[src/design/cth_pkg.sv]
// Shared types, codes and the codon walk table for the codon translation histogram.
// Used by every module of the block; depends on nothing.
package cth_pkg;

	localparam int COUNT_WIDTH_DEF = 32;
	localparam int FIFO_DEPTH_DEF  = 4;
	localparam int NUM_ACIDS       = 20;
	localparam int NUM_STATES      = 24;
	localparam int OUT_WIDTH       = 32;

	// Input actions.
	localparam logic [1:0] ACT_FEED  = 2'd0;
	localparam logic [1:0] ACT_READ  = 2'd1;
	localparam logic [1:0] ACT_CLEAR = 2'd2;

	// Operations handed from the front to the back.
	localparam logic [1:0] OP_NONE  = 2'd0;
	localparam logic [1:0] OP_COUNT = 2'd1;
	localparam logic [1:0] OP_CLEAR = 2'd2;

	// Reader states with a fixed meaning.
	localparam logic [4:0] ST_SEARCH   = 5'd0;
	localparam logic [4:0] ST_BOUNDARY = 5'd3;

	// Table entries: below 24 a next state, 31 a stop, 32 plus i amino acid i.
	localparam logic [5:0] ENT_STOP = 6'd31;
	localparam logic [5:0] AA_A = 6'd32;
	localparam logic [5:0] AA_C = 6'd33;
	localparam logic [5:0] AA_D = 6'd34;
	localparam logic [5:0] AA_E = 6'd35;
	localparam logic [5:0] AA_F = 6'd36;
	localparam logic [5:0] AA_G = 6'd37;
	localparam logic [5:0] AA_H = 6'd38;
	localparam logic [5:0] AA_I = 6'd39;
	localparam logic [5:0] AA_K = 6'd40;
	localparam logic [5:0] AA_L = 6'd41;
	localparam logic [5:0] AA_M = 6'd42;
	localparam logic [5:0] AA_N = 6'd43;
	localparam logic [5:0] AA_P = 6'd44;
	localparam logic [5:0] AA_Q = 6'd45;
	localparam logic [5:0] AA_R = 6'd46;
	localparam logic [5:0] AA_S = 6'd47;
	localparam logic [5:0] AA_T = 6'd48;
	localparam logic [5:0] AA_V = 6'd49;
	localparam logic [5:0] AA_W = 6'd50;
	localparam logic [5:0] AA_Y = 6'd51;

	// Columns are T, C, A, G.
	localparam logic [5:0] CODON_TABLE [NUM_STATES][4] = '{
		'{6'd0,  6'd0,  6'd1,     6'd0},
		'{6'd2,  6'd0,  6'd1,     6'd0},
		'{6'd0,  6'd0,  6'd1,     AA_M},
		'{6'd4,  6'd9,  6'd14,    6'd19},
		'{6'd5,  6'd6,  6'd7,     6'd8},
		'{AA_F,  AA_F,  AA_L,     AA_L},
		'{AA_S,  AA_S,  AA_S,     AA_S},
		'{AA_Y,  AA_Y,  ENT_STOP, ENT_STOP},
		'{AA_C,  AA_C,  ENT_STOP, AA_W},
		'{6'd10, 6'd11, 6'd12,    6'd13},
		'{AA_L,  AA_L,  AA_L,     AA_L},
		'{AA_P,  AA_P,  AA_P,     AA_P},
		'{AA_H,  AA_H,  AA_Q,     AA_Q},
		'{AA_R,  AA_R,  AA_R,     AA_R},
		'{6'd15, 6'd16, 6'd17,    6'd18},
		'{AA_I,  AA_I,  AA_I,     AA_M},
		'{AA_T,  AA_T,  AA_T,     AA_T},
		'{AA_N,  AA_N,  AA_K,     AA_K},
		'{AA_S,  AA_S,  AA_R,     AA_R},
		'{6'd20, 6'd21, 6'd22,    6'd23},
		'{AA_V,  AA_V,  AA_V,     AA_V},
		'{AA_A,  AA_A,  AA_A,     AA_A},
		'{AA_D,  AA_D,  AA_E,     AA_E},
		'{AA_G,  AA_G,  AA_G,     AA_G}
	};

	// One classified beat travelling from the front to the back.
	typedef struct packed {
		logic [1:0] op;
		logic [4:0] acid_code;
		logic       stop_seen;
		logic       in_protein;
		logic [4:0] acid_select;
	} cmd_t;

endpackage

[src/design/codon_translation_histogram.sv]
// Codon translation histogram, top level: front end, command queue, counter back end.
// A beat is written to the queue when accepted; the back end then registers its result.
// Throughput: one beat per cycle while results are popped; the front walks one codon table
// step per beat, the back end one counter increment per beat, the queue decoupling the two.
// Reset is asynchronous and clears reader state, all counters and the queue at once.
module codon_translation_histogram #(
	parameter int COUNT_WIDTH = cth_pkg::COUNT_WIDTH_DEF,
	parameter int FIFO_DEPTH  = cth_pkg::FIFO_DEPTH_DEF
) (
	input  logic        clk,
	input  logic        arst_n,
	input  logic        push,
	output logic        full,
	input  logic [1:0]  action,
	input  logic [7:0]  nucleotide,
	input  logic [4:0]  acid_select,
	output logic        empty,
	input  logic        pop,
	output logic        acid_valid,
	output logic [4:0]  acid_code,
	output logic        stop_seen,
	output logic        in_protein,
	output logic [31:0] selected_count,
	output logic [31:0] total_count
);
	import cth_pkg::*;

	cmd_t front_cmd;
	cmd_t queue_cmd;
	logic accept;
	logic queue_empty;
	logic queue_take;

	assign accept = push && !full;

	cth_front u_front (
		.clk         (clk),
		.arst_n      (arst_n),
		.accept      (accept),
		.action      (action),
		.nucleotide  (nucleotide),
		.acid_select (acid_select),
		.cmd         (front_cmd)
	);

	cth_fifo #(
		.DEPTH (FIFO_DEPTH)
	) u_fifo (
		.clk     (clk),
		.arst_n  (arst_n),
		.wr_en   (accept),
		.wr_data (front_cmd),
		.full    (full),
		.rd_en   (queue_take),
		.rd_data (queue_cmd),
		.empty   (queue_empty)
	);

	cth_back #(
		.COUNT_WIDTH (COUNT_WIDTH)
	) u_back (
		.clk            (clk),
		.arst_n         (arst_n),
		.cmd            (queue_cmd),
		.cmd_avail      (!queue_empty),
		.cmd_take       (queue_take),
		.pop            (pop),
		.empty          (empty),
		.acid_valid     (acid_valid),
		.acid_code      (acid_code),
		.stop_seen      (stop_seen),
		.in_protein     (in_protein),
		.selected_count (selected_count),
		.total_count    (total_count)
	);

endmodule

[src/design/cth_front.sv]
// Front end: decodes each accepted beat and walks the codon reader state.
// Depends on cth_pkg for the codon table, action codes and cmd_t.
module cth_front (
	input  logic          clk,
	input  logic          arst_n,
	input  logic          accept,
	input  logic [1:0]    action,
	input  logic [7:0]    nucleotide,
	input  logic [4:0]    acid_select,
	output cth_pkg::cmd_t cmd
);
	import cth_pkg::*;

	logic [4:0] reader_state_q;
	logic [4:0] state_d;
	logic [4:0] row;
	logic [1:0] col;
	logic       base_ok;
	logic [5:0] entry;

	always_comb begin
		base_ok = 1'b1;
		unique case (nucleotide)
			8'h54: col = 2'd0;
			8'h43: col = 2'd1;
			8'h41: col = 2'd2;
			8'h47: col = 2'd3;
			default: begin
				col = 2'd0;
				base_ok = 1'b0;
			end
		endcase
	end

	assign row   = (reader_state_q < 5'(NUM_STATES)) ? reader_state_q : ST_SEARCH;
	assign entry = CODON_TABLE[row][col];

	always_comb begin
		state_d         = reader_state_q;
		cmd.op          = OP_NONE;
		cmd.acid_code   = 5'd0;
		cmd.stop_seen   = 1'b0;
		cmd.acid_select = acid_select;
		unique case (action)
			ACT_FEED: begin
				if (base_ok) begin
					if (entry == ENT_STOP) begin
						cmd.stop_seen = 1'b1;
						state_d = ST_SEARCH;
					end else if (entry[5]) begin
						cmd.op = OP_COUNT;
						cmd.acid_code = entry[4:0];
						state_d = ST_BOUNDARY;
					end else begin
						state_d = entry[4:0];
					end
				end
			end
			ACT_CLEAR: begin
				cmd.op = OP_CLEAR;
				state_d = ST_SEARCH;
			end
			default: begin
			end
		endcase
		cmd.in_protein = (state_d >= ST_BOUNDARY) && (state_d < 5'(NUM_STATES));
	end

	always_ff @(posedge clk or negedge arst_n) begin
		if (!arst_n) begin
			reader_state_q <= ST_SEARCH;
		end else if (accept) begin
			reader_state_q <= state_d;
		end
	end

	a_state_range: assert property (@(posedge clk) disable iff (!arst_n)
		reader_state_q < 5'(NUM_STATES))
		else $error("reader state left the table");

	a_clear_restarts: assert property (@(posedge clk) disable iff (!arst_n)
		accept && action == ACT_CLEAR |=> reader_state_q == ST_SEARCH)
		else $error("clear did not restart the start search");

	a_count_boundary: assert property (@(posedge clk) disable iff (!arst_n)
		accept && cmd.op == OP_COUNT |=> reader_state_q == ST_BOUNDARY)
		else $error("counted codon did not return to a codon boundary");

endmodule

[src/design/cth_fifo.sv]
// Short command queue between the front end and the counter back end.
// Depends on cth_pkg for cmd_t.
module cth_fifo #(
	parameter int DEPTH = cth_pkg::FIFO_DEPTH_DEF
) (
	input  logic          clk,
	input  logic          arst_n,
	input  logic          wr_en,
	input  cth_pkg::cmd_t wr_data,
	output logic          full,
	input  logic          rd_en,
	output cth_pkg::cmd_t rd_data,
	output logic          empty
);
	import cth_pkg::*;

	localparam int PTR_W = (DEPTH > 1) ? $clog2(DEPTH) : 1;
	localparam int CNT_W = $clog2(DEPTH + 1);

	cmd_t             slot_q [DEPTH];
	logic [PTR_W-1:0] wr_ptr_q;
	logic [PTR_W-1:0] rd_ptr_q;
	logic [CNT_W-1:0] count_q;
	logic             do_wr;
	logic             do_rd;

	assign full    = (count_q == CNT_W'(DEPTH));
	assign empty   = (count_q == '0);
	assign do_wr   = wr_en && !full;
	assign do_rd   = rd_en && !empty;
	assign rd_data = slot_q[rd_ptr_q];

	always_ff @(posedge clk) begin
		if (do_wr) begin
			slot_q[wr_ptr_q] <= wr_data;
		end
	end

	always_ff @(posedge clk or negedge arst_n) begin
		if (!arst_n) begin
			wr_ptr_q <= '0;
			rd_ptr_q <= '0;
			count_q  <= '0;
		end else begin
			if (do_wr) begin
				wr_ptr_q <= (wr_ptr_q == PTR_W'(DEPTH - 1)) ? '0 : wr_ptr_q + PTR_W'(1);
			end
			if (do_rd) begin
				rd_ptr_q <= (rd_ptr_q == PTR_W'(DEPTH - 1)) ? '0 : rd_ptr_q + PTR_W'(1);
			end
			if (do_wr && !do_rd) begin
				count_q <= count_q + CNT_W'(1);
			end else if (do_rd && !do_wr) begin
				count_q <= count_q - CNT_W'(1);
			end
		end
	end

	a_count_bound: assert property (@(posedge clk) disable iff (!arst_n)
		count_q <= CNT_W'(DEPTH))
		else $error("queue fill count overran its depth");

	a_ptr_gap: assert property (@(posedge clk) disable iff (!arst_n)
		empty |-> wr_ptr_q == rd_ptr_q)
		else $error("queue pointers disagree while empty");

	a_fill_step: assert property (@(posedge clk) disable iff (!arst_n)
		do_wr && !do_rd |=> count_q == $past(count_q) + CNT_W'(1))
		else $error("queue fill count missed a write");

endmodule

[src/design/cth_back.sv]
// Back end: saturating amino acid counters, running total and the result register.
// Depends on cth_pkg for cmd_t, operation codes and sizes.
module cth_back #(
	parameter int COUNT_WIDTH = cth_pkg::COUNT_WIDTH_DEF
) (
	input  logic          clk,
	input  logic          arst_n,
	input  cth_pkg::cmd_t cmd,
	input  logic          cmd_avail,
	output logic          cmd_take,
	input  logic          pop,
	output logic          empty,
	output logic          acid_valid,
	output logic [4:0]    acid_code,
	output logic          stop_seen,
	output logic          in_protein,
	output logic [31:0]   selected_count,
	output logic [31:0]   total_count
);
	import cth_pkg::*;

	logic [COUNT_WIDTH-1:0] counts_q [NUM_ACIDS];
	logic [COUNT_WIDTH-1:0] counts_d [NUM_ACIDS];
	logic [COUNT_WIDTH-1:0] total_q;
	logic [COUNT_WIDTH-1:0] total_d;
	logic [COUNT_WIDTH-1:0] sel_d;
	logic                   out_valid_q;

	// The result register frees up in the same cycle it is popped.
	assign cmd_take = cmd_avail && (!out_valid_q || pop);
	assign empty    = !out_valid_q;

	always_comb begin
		for (int i = 0; i < NUM_ACIDS; i++) begin
			if (cmd.op == OP_CLEAR) begin
				counts_d[i] = '0;
			end else if (cmd.op == OP_COUNT && cmd.acid_code == 5'(i)
				&& counts_q[i] != '1) begin
				counts_d[i] = counts_q[i] + COUNT_WIDTH'(1);
			end else begin
				counts_d[i] = counts_q[i];
			end
		end
		if (cmd.op == OP_CLEAR) begin
			total_d = '0;
		end else if (cmd.op == OP_COUNT && total_q != '1) begin
			total_d = total_q + COUNT_WIDTH'(1);
		end else begin
			total_d = total_q;
		end
		sel_d = (cmd.acid_select < 5'(NUM_ACIDS)) ? counts_d[cmd.acid_select] : '0;
	end

	always_ff @(posedge clk or negedge arst_n) begin
		if (!arst_n) begin
			for (int i = 0; i < NUM_ACIDS; i++) begin
				counts_q[i] <= '0;
			end
			total_q     <= '0;
			out_valid_q <= 1'b0;
		end else begin
			if (cmd_take) begin
				for (int i = 0; i < NUM_ACIDS; i++) begin
					counts_q[i] <= counts_d[i];
				end
				total_q     <= total_d;
				out_valid_q <= 1'b1;
			end else if (pop) begin
				out_valid_q <= 1'b0;
			end
		end
	end

	always_ff @(posedge clk) begin
		if (cmd_take) begin
			acid_valid     <= (cmd.op == OP_COUNT);
			acid_code      <= cmd.acid_code;
			stop_seen      <= cmd.stop_seen;
			in_protein     <= cmd.in_protein;
			selected_count <= OUT_WIDTH'(sel_d);
			total_count    <= OUT_WIDTH'(total_d);
		end
	end

	a_count_nonzero: assert property (@(posedge clk) disable iff (!arst_n)
		cmd_take && cmd.op == OP_COUNT |=> total_q != '0)
		else $error("total is zero after a counted amino acid");

	a_clear_zero: assert property (@(posedge clk) disable iff (!arst_n)
		cmd_take && cmd.op == OP_CLEAR |=> total_q == '0 && counts_q[0] == '0)
		else $error("clear left counters standing");

	a_acid_not_stop: assert property (@(posedge clk) disable iff (!arst_n)
		out_valid_q |-> !(acid_valid && stop_seen))
		else $error("result marks both an amino acid and a stop");

	a_total_mono: assert property (@(posedge clk) disable iff (!arst_n)
		cmd_take && cmd.op != OP_CLEAR |=> total_q >= $past(total_q))
		else $error("running total went backwards without a clear");

endmodule

[config.mk]
export PLATFORM = sky130hd
export DESIGN_NAME = codon_translation_histogram
export DESIGN_NICKNAME = d
export VERILOG_FILES = /design/src/design/cth_pkg.sv /design/src/design/codon_translation_histogram.sv /design/src/design/cth_front.sv /design/src/design/cth_fifo.sv /design/src/design/cth_back.sv
export SDC_FILE = /design/constraint.sdc
export NUM_CORES = 2
export LEC_CHECK = 0
export BUFFER_PORTS_ARGS = -buffer_cell sky130_fd_sc_hd__buf_2
export CORE_MARGIN = 10
export CORE_UTILIZATION = 59
export DETAILED_ROUTE_END_ITERATION = 8
export PLACE_DENSITY_LB_ADDON = 0.25
export SLEW_MARGIN = 10
export SYNTH_ARGS = -nofsm -noshare
export SYNTH_HDL_FRONTEND = slang
export SYNTH_SLANG_ARGS = --single-unit
[constraint.sdc]
create_clock -name clk -period 8.1 [get_ports clk]
set_clock_uncertainty 0.05 [all_clocks]
set_input_delay 0.81 -clock clk [delete_from_list [all_inputs] [get_ports clk]]
set_output_delay 0.81 -clock clk [all_outputs]
set_load 0.005 [all_outputs]
==> flow_summary.json <==
{
  "fin_area_sq_um": 62330,
  "rsz0062_at_grt": "false",
  "synth-edff-count": 128,
  "grt_max_degree": 167,
  "clockPowerShare_pct": 23.9,
  "hold_ws_ns": 0.02312,
  "core-area_sq_um": 96850,
  "cts_buffers": 95,
  "critPathRequiredTime_ns": 8.50,
  "cp-end-kind": "register",
  "avgSynthCellArea_sq_um": 8.069,
  "viasPerCell": 7.302,
  "layout_setup_ws_ns": 1.920,
  "initial_utilization_pct": 59.64,
  "grt_pass1_vias": 54640,
  "slew_headroom_pct": 6.938,
  "clock.fmax_ghz": 0.1618,
  "dpl_cell_area_sq_um": 59170,
  "syn-cell-area_sq_um": 57760,
  "yosys_warnings": 0,
  "nets": 7034,
  "timing.final.setup_violations": 0,
  "dieHeight_um": 332.9,
  "syn_to_final_growth_pct": 7.911,
  "crit_chain": "mux4_2 -> nor3b_4 -> nand2_1 -> or4_1 -> nor2_1 -> xor2_1 -> o21ai_0 -> o21ai_0 -> or4_1",
  "critical_path.max_fanout": 23,
  "vdd_drop_max_uv": 331.2,
  "place_congestion": 1.106,
  "start_kind": "register",
  "min_period_ns": 6.180,
  "path_clk_slew_ns": 0.06,
  "power.total_mw": 18.91,
  "dieWidth_um": 332.9,
  "yosys.area.top_type_share_pct": 29.68,
  "clockBufferDepth": 3,
  "cts.hold.buffers_added": 0,
  "drt_pre_antenna_iters": 9,
  "violations": "DRC",
  "ctsResizeCount": 0,
  "post_cts_buffers": 0,
  "switching_share_pct": 51.87,
  "p_int_mw": 9.099,
  "grt_pass1_wl_mm": 366.3,
  "finalMaxSlewViolations": 0,
  "htreeDepth": 3,
  "period_share_pct": 76.29,
  "globalRouteOverflowTotal": 0,
  "outcome": "finished with violations",
  "detail-route-antenna-nets": 0,
  "timing.final.hold_violations": 0,
  "worst_pin_slew_ns": 1.361,
  "track_usage_pct": 43.12,
  "ys_seq_elements": 813,
  "synth_largest_area_cell": "dfrtp_1",
  "drcViolationCount": 1,
  "seqPwrFrac_pct": 26.3,
  "criticalPathCategory": "reg -> reg",
  "yosys-top-cells-area": "dfrtp_1, o21ai_0, nand2_1",
  "synth-async-reset-ratio_pct": 84.26,
  "arrival_ns": 6.58,
  "drtIter0Drc": 11030,
  "hpwlAfterDp_mm": 174.2,
  "clock_sinks": 813,
  "critPathSlowestCell": "o21ai_0",
  "synthesis.nets": 7214,
  "power.density_nw_per_um2": 303.3,
  "fp.dieArea_sq_um": 110800,
  "ys.flop_type": "dfrtp_1",
  "cts_root_buffer": "clkbuf_16",
  "antenna_found_initial": 23,
  "comb_power_share_pct": 49.8,
  "vias": 60870,
  "crit_path_max_incr_delay_ns": 1.04,
  "io_pins": 93,
  "syn_inst": 7159,
  "ys_seq_area_share_pct": 36.33,
  "wl_mm": 250.7,
  "cts_tree": "done",
  "switchingPower_mw": 9.807,
  "portBuffers": 92,
  "finalSetupTns_ns": 0,
  "power_leakage_nw": 23.33,
  "pre_cts_ws_ns": 2.272,
  "max_cap_violations": 0,
  "hold_path_class": "in -> async",
  "rows": 114,
  "drive_above_1_share_pct": 6.843,
  "routedWlPerCell_um": 30.08,
  "synth.distinct_cells": 105,
  "clkLatencyLatePin_ns": 0.72
}
registers in the layout (all words and copies together), names as in the netlist:
signal and cells:
u_back.total_q 32, u_back.counts_q 640, u_fifo.count_q 3, u_back.total_count 32, u_back.out_valid_q 1, u_back.in_protein 1
u_back.acid_valid 1, u_back.selected_count 32, u_fifo.rd_ptr_q 2, u_front.reader_state_q 5, u_back.stop_seen 1, u_fifo.slot_q 56
u_back.acid_code 5, u_fifo.wr_ptr_q 2
through the flow:
step / utilization, % / cells
after floorplan: - / 7159
after global placement: 61.09 / 8158
after detailed placement: 61.09 / 8158
after CTS: 64.35 / 8334
after global routing: 64.36 / 8335
final: 64.36 / 8336
worst max-delay path, delay by kind of cell (launching register included):
kind / cells / cell delay [ns]
simple gates: 5 / 2.87
compound gates: 2 / 1.25
mux: 1 / 0.63
xor+xnor: 1 / 0.10
flops: 1 / 1.03
routing by layer:
metal  global-route usage [%]  vias up  part of all wire, %
met5                        0        -                0.073
met4                    23.81       30                  6.8
met3                    15.89      876                   15
met2                    59.82     4578                   40
met1                    57.54    29310                   38
li1                         -    26080                    -
placed cells by master, fill, tap and decap left out, drive strengths merged, types with 30 or more instances in the layout:
cell type and instances:
nand2b 30, xnor2 329, or3 52, nor3 194
o221ai 55, mux2i 67, and4 105, a21oi 210
ha 35, nor2 454, o31ai 310, o211ai 35
or4 41, nor4 132, nand3 302, xor2 282
clkbuf 142, o21ai 859, nand2 1141, a211oi 39
edfxtp 128, and2 97, a31oi 80, and3 197
dfrtp 685, o22ai 56, buf 213, inv 74
a22o 38, a21o 32, nand4 251
synth_stat cells, drive strengths merged, types with 80 or more instances:
master,n
and4,105
nand2,1141
nor3,194
nor4,132
clkbuf,433
and2,97
a21oi,210
xnor2,329
nand4,251
edfxtp,128
o31ai,310
nor2,454
o21ai,859
a31oi,80
dfrtp,685
nand3,302
and3,197
xor2,282
layout make-up:
cell class,instances,area (sq um)
multi-input combinational,5784,34770
fill,8368,34520
sequential,813,20990
clock buffer,142,2811
tap,1276,1597
timing repair buffer,213,1541
clock inverter,34,346.6
inverter,72,277.8
antenna,2,5.005
power by group through the flow:
stage / Clock (mW) / Sequential, mW / Combinational [mW]
after floorplan: 0 / 4.82 / 4.53
after global placement: 0 / 4.99 / 8.61
after detailed placement: 0 / 5.00 / 8.69
after CTS: 4.49 / 4.93 / 8.72
after global routing: 4.65 / 4.98 / 9.34
final: 4.51 / 4.97 / 9.42
worst paths after layout:
check                                             to  slack, ns  depth (start not counted)            startpoint
hold / removal                    u_back.total_q[26]       0.02                          1                arst_n
min in group clk                 u_fifo.slot_q[0][3]       0.27                          1        acid_select[3]
setup reg to reg           u_back.selected_count[24]       1.92                          9    u_fifo.rd_ptr_q[1]
setup / recovery           u_back.selected_count[24]       1.92                          9    u_fifo.rd_ptr_q[1]
hold reg to reg                 u_back.counts_q[124]       0.44                          1  u_back.counts_q[124]
max in group asynchronous       u_back.counts_q[414]       6.53                          2                arst_n
cell families (layout without fill, tap and decap cells):
group           count (synthesis)  after routing  synth area share [%]
xor+xnor                      611            611                 9.264
simple gates                 3109           3109                 27.02
fa+ha+maj                      36             36                0.7928
buf+inv                       562            461                 3.728
flops                         813            813                 36.33
mux                            90             90                 1.824
compound gates               1938           1938                 21.04
other cells                     0              2                     0
(Power assumes the default switching activity.)
